`src/hw/rtl/mstc_pkg.sv`:
```
`timescale 1ns / 1ps
`default_nettype none
// ----------------------------------------------------------------------------
// mstc_pkg
// Types and fixed-point constants shared by the mount slew and track
// controller modules.
// ----------------------------------------------------------------------------
package mstc_pkg;

  localparam int FRAC_BITS = 20;
  localparam int RA_W      = 25;
  localparam int DEC_W     = 28;
  localparam int M_W       = 16;  // speed times step constant, up to 4 * STEP_K

  localparam int ONE_UNIT  = 1 << FRAC_BITS;
  localparam int FULL_RA   = 24 * ONE_UNIT;
  localparam int DEC_LIMIT = 90 * ONE_UNIT;
  localparam int STEP_K    = (ONE_UNIT + 50) / 100;
  localparam int TOL       = ONE_UNIT / 1000;
  localparam longint unsigned SIDEREAL_STEP =
      (64'd15041067 * (64'd1 << FRAC_BITS) + 64'd27000000000) / 64'd54000000000;

  localparam int SPEED_W     = 3;
  localparam int SPEED_MIN   = 1;
  localparam int SPEED_MAX   = 4;
  localparam int SPEED_RESET = 2;

  localparam logic signed [DEC_W-1:0] DEC_MAX = DEC_W'(DEC_LIMIT);
  localparam logic signed [DEC_W-1:0] DEC_MIN = -DEC_MAX;

  typedef enum logic [2:0] {
    FUNC_TICK   = 3'd0,
    FUNC_SLEW   = 3'd1,
    FUNC_SYNC   = 3'd2,
    FUNC_ABORT  = 3'd3,
    FUNC_TRACK  = 3'd4,
    FUNC_PARK   = 3'd5,
    FUNC_UNPARK = 3'd6
  } func_e;

  typedef enum logic [1:0] {
    STAT_OK        = 2'd0,
    STAT_PARKED    = 2'd1,
    STAT_BAD_COORD = 2'd2
  } status_e;

  typedef struct packed {
    func_e                   func;
    logic [RA_W-1:0]         coord_ra;
    logic signed [DEC_W-1:0] coord_dec;
    logic                    track_enable;
  } in_item_t;

  typedef struct packed {
    status_e                 status;
    logic [RA_W-1:0]         out_ra;
    logic signed [DEC_W-1:0] out_dec;
    logic                    out_slewing;
    logic                    out_tracking;
    logic                    out_parked;
    logic                    out_aligned;
  } out_item_t;

  typedef struct packed {
    logic [RA_W-1:0]         pos_ra;
    logic signed [DEC_W-1:0] pos_dec;
    logic [RA_W-1:0]         goal_ra;
    logic signed [DEC_W-1:0] goal_dec;
    logic                    slewing;
    logic                    tracking;
    logic                    parked;
    logic                    aligned;
  } state_t;

  typedef struct packed {
    logic [RA_W-1:0]         pos_ra;
    logic signed [DEC_W-1:0] pos_dec;
    logic                    slewing;
  } tick_t;

endpackage
`default_nettype wire

```
`src/hw/rtl/mount_slew_track_controller_top.sv`:
```
`timescale 1ns / 1ps
`default_nettype none
// ----------------------------------------------------------------------------
// mount_slew_track_controller_top
// Simulated equatorial mount: slew, sync, abort, tracking, park, unpark and tick
// commands on a fixed-point RA/Dec position, one result per request.
// ----------------------------------------------------------------------------
// Each request is registered at the input, executed against the mount state
// and its result is held in an output register; a new request is taken every
// cycle while the output side keeps up. The rate is set by the state loop: the
// tick step (two error-by-speed products, wrap and clamp) closes from the state
// registers back onto them with no register in between. The slew speed register
// takes 1 to 4; other writes are dropped. After reset the mount is parked at
// RA 0, Dec 0 with speed 2.
module mount_slew_track_controller_top
  import mstc_pkg::*;
(
  input  logic               clk_i,
  input  logic               rst_ni,
  input  logic               cfg_we_i,
  input  logic [SPEED_W-1:0] cfg_wdata_i,
  input  logic               in_valid_i,
  output logic               in_stall_o,
  input  in_item_t           in_item_i,
  output logic               out_valid_o,
  input  logic               out_stall_i,
  output out_item_t          out_item_o
);

  logic           in_valid_q, in_valid_d;
  in_item_t       in_item_q;
  logic           out_valid_q, out_valid_d;
  out_item_t      out_item_q;
  out_item_t      result;
  logic [M_W-1:0] m_q;
  logic           exec, load_in;

  // request executes when the output register is free or being emptied
  assign exec       = in_valid_q && (!out_valid_q || !out_stall_i);
  assign in_stall_o = in_valid_q && !exec;
  assign load_in    = in_valid_i && !in_stall_o;

  always_comb begin
    in_valid_d  = load_in || (in_valid_q && !exec);
    out_valid_d = exec || (out_valid_q && out_stall_i);
  end

  mstc_core u_core (
    .clk_i    (clk_i),
    .rst_ni   (rst_ni),
    .exec_i   (exec),
    .item_i   (in_item_q),
    .m_i      (m_q),
    .result_o (result)
  );

  always_ff @(posedge clk_i or negedge rst_ni) begin
    if (!rst_ni) begin
      in_valid_q  <= 1'b0;
      out_valid_q <= 1'b0;
      m_q         <= M_W'(SPEED_RESET * STEP_K);
    end else begin
      in_valid_q  <= in_valid_d;
      out_valid_q <= out_valid_d;
      if (cfg_we_i && (cfg_wdata_i >= SPEED_W'(SPEED_MIN)) &&
          (cfg_wdata_i <= SPEED_W'(SPEED_MAX))) begin
        m_q <= M_W'(int'(cfg_wdata_i) * STEP_K);
      end
    end
  end

  always_ff @(posedge clk_i) begin
    if (load_in) begin
      in_item_q <= in_item_i;
    end
    if (exec) begin
      out_item_q <= result;
    end
  end

  assign out_valid_o = out_valid_q;
  assign out_item_o  = out_item_q;

endmodule
`default_nettype wire

```
`src/hw/rtl/mstc_motion.sv`:
```
`timescale 1ns / 1ps
`default_nettype none
// ----------------------------------------------------------------------------
// mstc_motion
// Position update for one tick: proportional slew step on both axes with
// RA wrap and Dec clamp, or the sidereal tracking increment.
// ----------------------------------------------------------------------------
module mstc_motion
  import mstc_pkg::*;
(
  input  state_t         state_i,
  input  logic [M_W-1:0] m_i,
  output tick_t          tick_o
);

  localparam int ERA_W  = RA_W + 1;
  localparam int EDEC_W = DEC_W + 1;
  localparam int PRA_W  = ERA_W + M_W + 1;
  localparam int PDEC_W = EDEC_W + M_W + 1;
  localparam int NRA_W  = RA_W + 2;
  localparam int NDEC_W = DEC_W + 2;

  localparam logic signed [ERA_W-1:0]  TOL_RA  = ERA_W'(TOL);
  localparam logic signed [EDEC_W-1:0] TOL_DEC = EDEC_W'(TOL);
  localparam logic signed [NRA_W-1:0]  FULL_N  = NRA_W'(FULL_RA);
  localparam logic signed [NDEC_W-1:0] DMAX_N  = NDEC_W'(DEC_LIMIT);
  localparam logic signed [NDEC_W-1:0] DMIN_N  = -DMAX_N;
  localparam logic [RA_W:0]            SID_INC = (RA_W+1)'(SIDEREAL_STEP);
  localparam logic [RA_W:0]            FULL_U  = (RA_W+1)'(FULL_RA);

  logic signed [ERA_W-1:0]  err_ra;
  logic signed [EDEC_W-1:0] err_dec;
  logic signed [PRA_W-1:0]  prod_ra;
  logic signed [PDEC_W-1:0] prod_dec;
  logic signed [NRA_W-1:0]  nra, nra_lo;
  logic signed [NDEC_W-1:0] ndec;
  logic [RA_W:0]            trk_sum;
  logic [RA_W-1:0]          trk_ra;
  logic                     slew_act, far, slew_after;

  always_comb begin
    err_ra  = $signed({1'b0, state_i.goal_ra}) - $signed({1'b0, state_i.pos_ra});
    err_dec = EDEC_W'(state_i.goal_dec) - EDEC_W'(state_i.pos_dec);
    far = (err_ra > TOL_RA) || (err_ra < -TOL_RA) ||
          (err_dec > TOL_DEC) || (err_dec < -TOL_DEC);

    // floor(err * m / 2^FRAC_BITS) is the upper part of the signed product
    prod_ra  = err_ra * $signed({1'b0, m_i});
    prod_dec = err_dec * $signed({1'b0, m_i});

    nra = $signed({2'b00, state_i.pos_ra}) + NRA_W'($signed(prod_ra[PRA_W-1:FRAC_BITS]));
    nra_lo = (nra < 0) ? nra + FULL_N : nra;
    if (nra_lo >= FULL_N) begin
      nra_lo = nra_lo - FULL_N;
    end

    ndec = NDEC_W'(state_i.pos_dec) + NDEC_W'($signed(prod_dec[PDEC_W-1:FRAC_BITS]));
    if (ndec > DMAX_N) begin
      ndec = DMAX_N;
    end
    if (ndec < DMIN_N) begin
      ndec = DMIN_N;
    end

    trk_sum = {1'b0, state_i.pos_ra} + SID_INC;
    trk_ra  = (trk_sum >= FULL_U) ? RA_W'(trk_sum - FULL_U) : RA_W'(trk_sum);

    slew_act   = state_i.slewing && !state_i.parked;
    slew_after = slew_act ? far : state_i.slewing;

    tick_o.pos_ra  = state_i.pos_ra;
    tick_o.pos_dec = state_i.pos_dec;
    tick_o.slewing = slew_after;
    if (slew_act && far) begin
      tick_o.pos_ra  = RA_W'(nra_lo);
      tick_o.pos_dec = DEC_W'(ndec);
    end else if (state_i.tracking && !state_i.parked && !slew_after) begin
      tick_o.pos_ra = trk_ra;
    end
  end

endmodule
`default_nettype wire

```
`src/hw/rtl/mstc_core.sv`:
```
`timescale 1ns / 1ps
`default_nettype none
// ----------------------------------------------------------------------------
// mstc_core
// Mount state registers and command decode. Builds the result for the
// request in the input register and commits the new state when it executes.
// ----------------------------------------------------------------------------
module mstc_core
  import mstc_pkg::*;
(
  input  logic           clk_i,
  input  logic           rst_ni,
  input  logic           exec_i,
  input  in_item_t       item_i,
  input  logic [M_W-1:0] m_i,
  output out_item_t      result_o
);

  // mount starts parked at the origin
  localparam state_t STATE_RESET = '{
    pos_ra:   '0,
    pos_dec:  '0,
    goal_ra:  '0,
    goal_dec: '0,
    slewing:  1'b0,
    tracking: 1'b0,
    parked:   1'b1,
    aligned:  1'b0
  };

  state_t  state_q, state_d;
  tick_t   tick;
  status_e status;
  logic    coord_ok;

  mstc_motion u_motion (
    .state_i (state_q),
    .m_i     (m_i),
    .tick_o  (tick)
  );

  always_comb begin
    state_d  = state_q;
    status   = STAT_OK;
    coord_ok = (item_i.coord_ra < RA_W'(FULL_RA)) &&
               (item_i.coord_dec >= DEC_MIN) && (item_i.coord_dec <= DEC_MAX);
    unique case (item_i.func)
      FUNC_TICK: begin
        state_d.pos_ra  = tick.pos_ra;
        state_d.pos_dec = tick.pos_dec;
        state_d.slewing = tick.slewing;
      end
      FUNC_SLEW, FUNC_SYNC: begin
        // parked check wins over the range check
        priority if (state_q.parked) begin
          status = STAT_PARKED;
        end else if (!coord_ok) begin
          status = STAT_BAD_COORD;
        end else if (item_i.func == FUNC_SLEW) begin
          state_d.goal_ra  = item_i.coord_ra;
          state_d.goal_dec = item_i.coord_dec;
          state_d.slewing  = 1'b1;
        end else begin
          state_d.pos_ra  = item_i.coord_ra;
          state_d.pos_dec = item_i.coord_dec;
          state_d.aligned = 1'b1;
        end
      end
      FUNC_ABORT: begin
        state_d.slewing = 1'b0;
      end
      FUNC_TRACK: begin
        if (state_q.parked) begin
          status = STAT_PARKED;
        end else begin
          state_d.tracking = item_i.track_enable;
        end
      end
      FUNC_PARK: begin
        if (!state_q.parked) begin
          state_d.slewing  = 1'b0;
          state_d.tracking = 1'b0;
          state_d.parked   = 1'b1;
        end
      end
      FUNC_UNPARK: begin
        state_d.parked = 1'b0;
      end
      default: begin
      end
    endcase

    result_o.status       = status;
    result_o.out_ra       = state_d.pos_ra;
    result_o.out_dec      = state_d.pos_dec;
    result_o.out_slewing  = state_d.slewing;
    result_o.out_tracking = state_d.tracking;
    result_o.out_parked   = state_d.parked;
    result_o.out_aligned  = state_d.aligned;
  end

  always_ff @(posedge clk_i or negedge rst_ni) begin
    if (!rst_ni) begin
      state_q <= STATE_RESET;
    end else if (exec_i) begin
      state_q <= state_d;
    end
  end

endmodule
`default_nettype wire
```
`config.mk`:
```
export PLATFORM = sky130hd
export DESIGN_NAME = mount_slew_track_controller_top
export DESIGN_NICKNAME = d
export VERILOG_FILES = /design/src/hw/rtl/mstc_pkg.sv /design/src/hw/rtl/mount_slew_track_controller_top.sv /design/src/hw/rtl/mstc_motion.sv /design/src/hw/rtl/mstc_core.sv
export SDC_FILE = /design/constraint.sdc
export NUM_CORES = 2
export LEC_CHECK = 0
export BUFFER_PORTS_ARGS = -buffer_cell sky130_fd_sc_hd__buf_2
export CAP_MARGIN = 20
export CORE_ASPECT_RATIO = 1.1
export CORE_UTILIZATION = 35
export DETAILED_ROUTE_END_ITERATION = 6
export PLACE_DENSITY_LB_ADDON = 0.08
export SLEW_MARGIN = 20
export SYNTH_ARGS = -nofsm -noshare
export SYNTH_HDL_FRONTEND = slang
export SYNTH_HIERARCHICAL = 1
export SYNTH_SLANG_ARGS = --single-unit
```
`constraint.sdc`:
```
create_clock -name clk_i -period 23.7 [get_ports clk_i]
set_clock_uncertainty 0.05 [all_clocks]
set_input_delay 1.185 -clock clk_i [delete_from_list [all_inputs] [get_ports clk_i]]
set_output_delay 1.185 -clock clk_i [all_outputs]
set_load 0.02 [all_outputs]
```
Word-level counts from Yosys, hierarchy flattened
Index checks and enable logic that the tools add are counted.
- add/subtract/negate cells: 8
- $mul: 3
- $lt $le $gt $ge: 14
- eq/ne operators: 6
- mux-type cells: 27
- bitwise operators: 1
- reduce and logical (&&, ||, !) cells: 27
- operators by type and width (kind ; number):
    107-bit two-way mux ; 2
    53-bit one-hot mux with 2 select lines ; 1
    25-bit two-way mux ; 4
    28-bit two-way mux ; 2
    54-bit two-way mux ; 1
    53-bit two-way mux ; 1
    29-bit by 16-bit multiplier with 45-bit output ; 1
    26-bit by 16-bit multiplier with 42-bit output ; 1
    30-bit by 28-bit < comparator with 1-bit output (second input constant) ; 1
    30-bit two-way mux ; 1
    28-bit by 26-bit adder with 29-bit output ; 1
    29-bit by 12-bit > comparator with 1-bit output (second input constant) ; 1
    29-bit by 28-bit > comparator with 1-bit output (second input constant) ; 1
    29-bit by 12-bit < comparator with 1-bit output (second input constant) ; 1
    28-bit by 28-bit subtractor with 29-bit output ; 1
    28-bit greater-or-equal comparator (second input constant) ; 1
    28-bit <= comparator (second input constant) ; 1
    26-bit by 23-bit adder with 27-bit output ; 1
    27-bit by 26-bit adder with 27-bit output (second input constant) ; 1
    27-bit by 26-bit greater-or-equal comparator with 1-bit output (second input constant) ; 1
    27-bit by 1-bit < comparator with 1-bit output (second input constant) ; 1
    27-bit two-way mux ; 1
    25-bit by 9-bit adder with 26-bit output (second input constant) ; 1
    26-bit by 25-bit greater-or-equal comparator with 1-bit output (second input constant) ; 1
    other kinds (25) ; 57
- register bits: 243
- bits of input ports: 65
- output and inout port bits: 61
- word-level logic and storage cells: 108

Depth between registers and ports, before layout
- word-level depth: 11
- gate-level depth with buffers: 57
- mapped depth without buffers: 55

Hierarchy
The synthesis kept the hierarchy.
- modules (own cells, without submodules) (module ; times used ; cells an instance ; area each (µm²) ; sequential area each (µm²)):
    mstc_motion ; 1 ; 4464 ; 37642.4 ; 0.0
    mstc_core ; 1 ; 607 ; 6303.5 ; 2753.9
    mount_slew_track_controller_top ; 1 ; 222 ; 4610.7 ; 3893.7

Worst setup path after synthesis
OpenSTA, ideal clock, no wires.
- kind: register -> register
- start: reg u_core/state_q[57] in the netlist's numbering
- end: reg out_item_q, in the netlist out_item_o[25], data pin
- setup time: 0.254 ns
- arrival time: 11.890 ns
- data required time: 23.396 ns
- slack: 11.507 ns
- cell stages (with the launch flop): 52
- buffers on the path: 2
- clock period less this slack: 12.193 ns
- cells stage by stage: dfrtp_1 ha_1 fa_1 nor2b_1 o31a_1 o21ai_0 a31oi_1 a21bo_2 a21o_1 a21oi_1 xnor2_1 clkbuf_1 and2_1 fa_1 inv_1 fa_1 fa_1 inv_1 [16 not listed] a21oi_1 xnor2_1 ha_1 nand4_1 or2_2 nor2_1 nand4bb_1 a21oi_1 nor2_1 o311ai_1 o21ai_1 or3b_2 a211oi_2 buf_2 a22oi_1 a2bb2oi_1 o31ai_1 a21o_1
- RTL lines (what ; line ; source):
    start, declared ; mstc_core.sv:31 ; state_t state_q, state_d;
    start signal, assigned ; mstc_core.sv:106 ; state_q <= state_d;
    end signal, assigned ; mount_slew_track_controller_top.sv:77 ; out_item_q <= result;
    end, declared ; mount_slew_track_controller_top.sv:33 ; out_item_t out_item_q;

==> results.toml <==
[status]
outcome = "completed"

[worst_hold_path]
holdPathStages = 1
hold_class = "flop to flop"
hold_start = "u_core/state_q[0]"
holdPathEnd = "u_core/state_q[0]"

[sta]
hold_viol_final = 0
finalSetupViolations = 0
relSlewSlack_pct = 20.8
slew_viol_final = 0
min_period_ps = 13930
tightest_slew_ps = 1190
finalSetupTns_ps = 0
fmax_mhz = 71.8
fin_crit_sh_pct = 58.8
grt_setup_unrepaired = "false"

[clock_tree]
post_cts_resized = 0
cts_sinks = 242
htree_levels = 1
clockBufferDepth = 3
cts_tree = "yes"
post_cts_buffers = 0
clock_latency_ps = 610
cts_buffers = 29
cts-root-buf = "clkbuf_16"
clkSlewWorstSetupHoldPaths_ps = 70
cts.hold.buffers_added = 0

[grt]
antenna_found_initial = 5
grt_overflow_total = 0
grt_max_degree = 66
grt_pass1_vias = 39200
met1_usage_pct = 32.9
met2_usage_pct = 36.5
grt_pass1_wl_um = 242000
grtUsageMet3_pct = 1.82
busiest_layer = "met2"
grt_usage_pct = 22.4

[layout]
layout_commonest_cell = "inv_1"
most-common-layout-cells = "1076 x inv_1, 856 x fa_1, 718 x nand2_1"
fin_nets = 6544
area_delta_synth_final_pct = 7.72
layout-drive-gt1-share_pct = 7.42
multiInputGateArea_um2 = 37000
seq_area_um2 = 6670
fill_cells = 14000

[drt]
drcViolationCount = 0
routed_via_density = 5.18
postRouteAntennaNets = 0
wl_per_cell_um = 21.4
firstDrtPassIters = 6
drt-total-wl_um = 152000
vias = 36900
drtIter0Drc = 2139

[critical_path]
r2r_end = "out_item_o[56]"
cp.arrival_ps = 14240
r2r_start = "u_core/state_q[85]"
r2r_slack_ps = 9770
start_kind = "flop"
cp_slowest_cell = "a211oi_1"
cp_data_required_time_ps = 24010
crit_start = "u_core/state_q[85]"
cp_max_fo = 18
critPathKind = "flop to flop"
max_stage_delay_ps = 800
crit_top_cell = "fa_1"
reg2regPathDepth = 53
cp-end-kind = "flop"

[die]
die_w_um = 357
die-area_um2 = 140000
initial_core_util_pct = 35.4
dieHeight_um = 393
core_um2 = 137000
io_pins = 126
fp-row-count = 142

[synth]
syn_inst = 5293
synth_ff_type = "dfrtp_1"
yosysTopAreaCell = "fa_1"
netlist-cell-type-count = 99
syn_area_um2 = 48600
syn_nets = 6552
synth_top_area_share_pct = 35.3
synthArstFlopShare_pct = 52.1
synth-edff-count = 116
yosysSeqAreaShare_pct = 13.7
synth_seq_cells = 242
avgSynthCellArea_um2 = 9.17
ys_top_cells_by_area = "fa_1 35%, ha_1 8.7%, inv_1 8.3%"
yosys_warnings = 6

[place]
port_buffers = 125
place_congestion = 0.860
hpwl_um = 114000

[job]
cap_violations = 0
[registers in the layout, summed over array words and instances (netlist names)]
signal,flops
u_core/state_q,110
out_valid_o,1
in_valid_q,1
out_item_o,59
in_item_q,57
m_q,14
[cell usage after synthesis (11+ instances only)]
| library cell | number |
|---|---|
| nor4_1 | 16 |
| xor2_1 | 45 |
| a22o_1 | 16 |
| mux2_2 | 55 |
| a31oi_1 | 25 |
| nor2b_1 | 53 |
| mux2_1 | 15 |
| xnor2_1 | 113 |
| o31ai_1 | 66 |
| a21boi_0 | 11 |
| and2_1 | 324 |
| fa_1 | 856 |
| a21oi_1 | 134 |
| a2bb2oi_1 | 54 |
| a211oi_1 | 20 |
| mux2i_1 | 12 |
| a32o_1 | 53 |
| o21a_1 | 32 |
| or3_1 | 11 |
| nand2_1 | 719 |
| o211ai_1 | 15 |
| inv_1 | 1076 |
| and4_1 | 11 |
| nor2_1 | 114 |
| and3_1 | 27 |
| buf_6 | 15 |
| o21bai_1 | 13 |
| a21o_1 | 135 |
| clkbuf_1 | 216 |
| buf_2 | 14 |
| a211o_1 | 13 |
| ha_1 | 338 |
| dfrtp_1 | 117 |
| nand4_1 | 38 |
| nand2b_1 | 38 |
| edfxtp_1 | 116 |
| nor3_1 | 57 |
| nand3_1 | 28 |
| o21ai_0 | 82 |
[final cells by class]
cell class | instances | area share, %
antenna | 4 | 0.0191
clock inverter | 18 | 0.450
sequential | 242 | 12.8
inverter | 1076 | 7.72
multi-input combinational | 3724 | 70.8
clock buffer | 36 | 1.48
tap | 1800 | 4.31
timing repair buffer | 212 | 2.46
[cell families (layout without fill, tap and decap cells)]
family          Yosys count  count (layout)  synth area share, %
compound gates          795             795                 12.0
other cells               1               5              0.00772
simple gates           1494            1494                 15.0
mux                      82              82                 1.87
xor+xnor                158             158                 2.85
buf+inv                1327            1342                 10.5
flops                   242             242                 13.7
fa+ha+maj              1194            1194                 44.0
[worst max path at each step]
stage | endpoint | slack [ps] | cells past startpoint
finish | out_item_o[56] | 9770 | 53
global route | out_item_o[56] | 8770 | 53
CTS | out_item_o[25] | 9600 | 46
detailed placement | out_item_o[25] | 9640 | 46
global placement | out_item_o[25] | 9660 | 46
floorplan | out_item_o[25] | 11510 | 51
[critical path, delay by kind of cell (launching register included)]
family	cells	cell delay (ps)
flip-flops	1	450
XOR/XNOR	4	690
buffers and inverters	7	620
AO/OA/AOI/OAI	26	6510
adder cells (fa/ha/maj)	11	4580
AND/OR/NAND/NOR	5	780
[through the flow]
step	area (um^2)	instances	setup slack (ps)	hold WS, ps	utilization (%)
floorplan	48600	5293	11510	370	-
global placement	51300	7054	9660	382	37.4
detailed placement	51300	7054	9640	395	37.4
CTS	52300	7108	9600	400	38.2
finish	52300	7112	9770	413	38.2
global route	52300	7109	8770	422	38.2
[layer usage]
layer  up-vias  wire length [um]
met5         -                 0
met4         0              2520
met3       130              6070
met2       771             70700
met1     19100             73200
li1      16800                 -
Power is left out: the tool's default activity adds up to more than one toggle a clock period on the data nets, which glitch-free logic cannot reach.
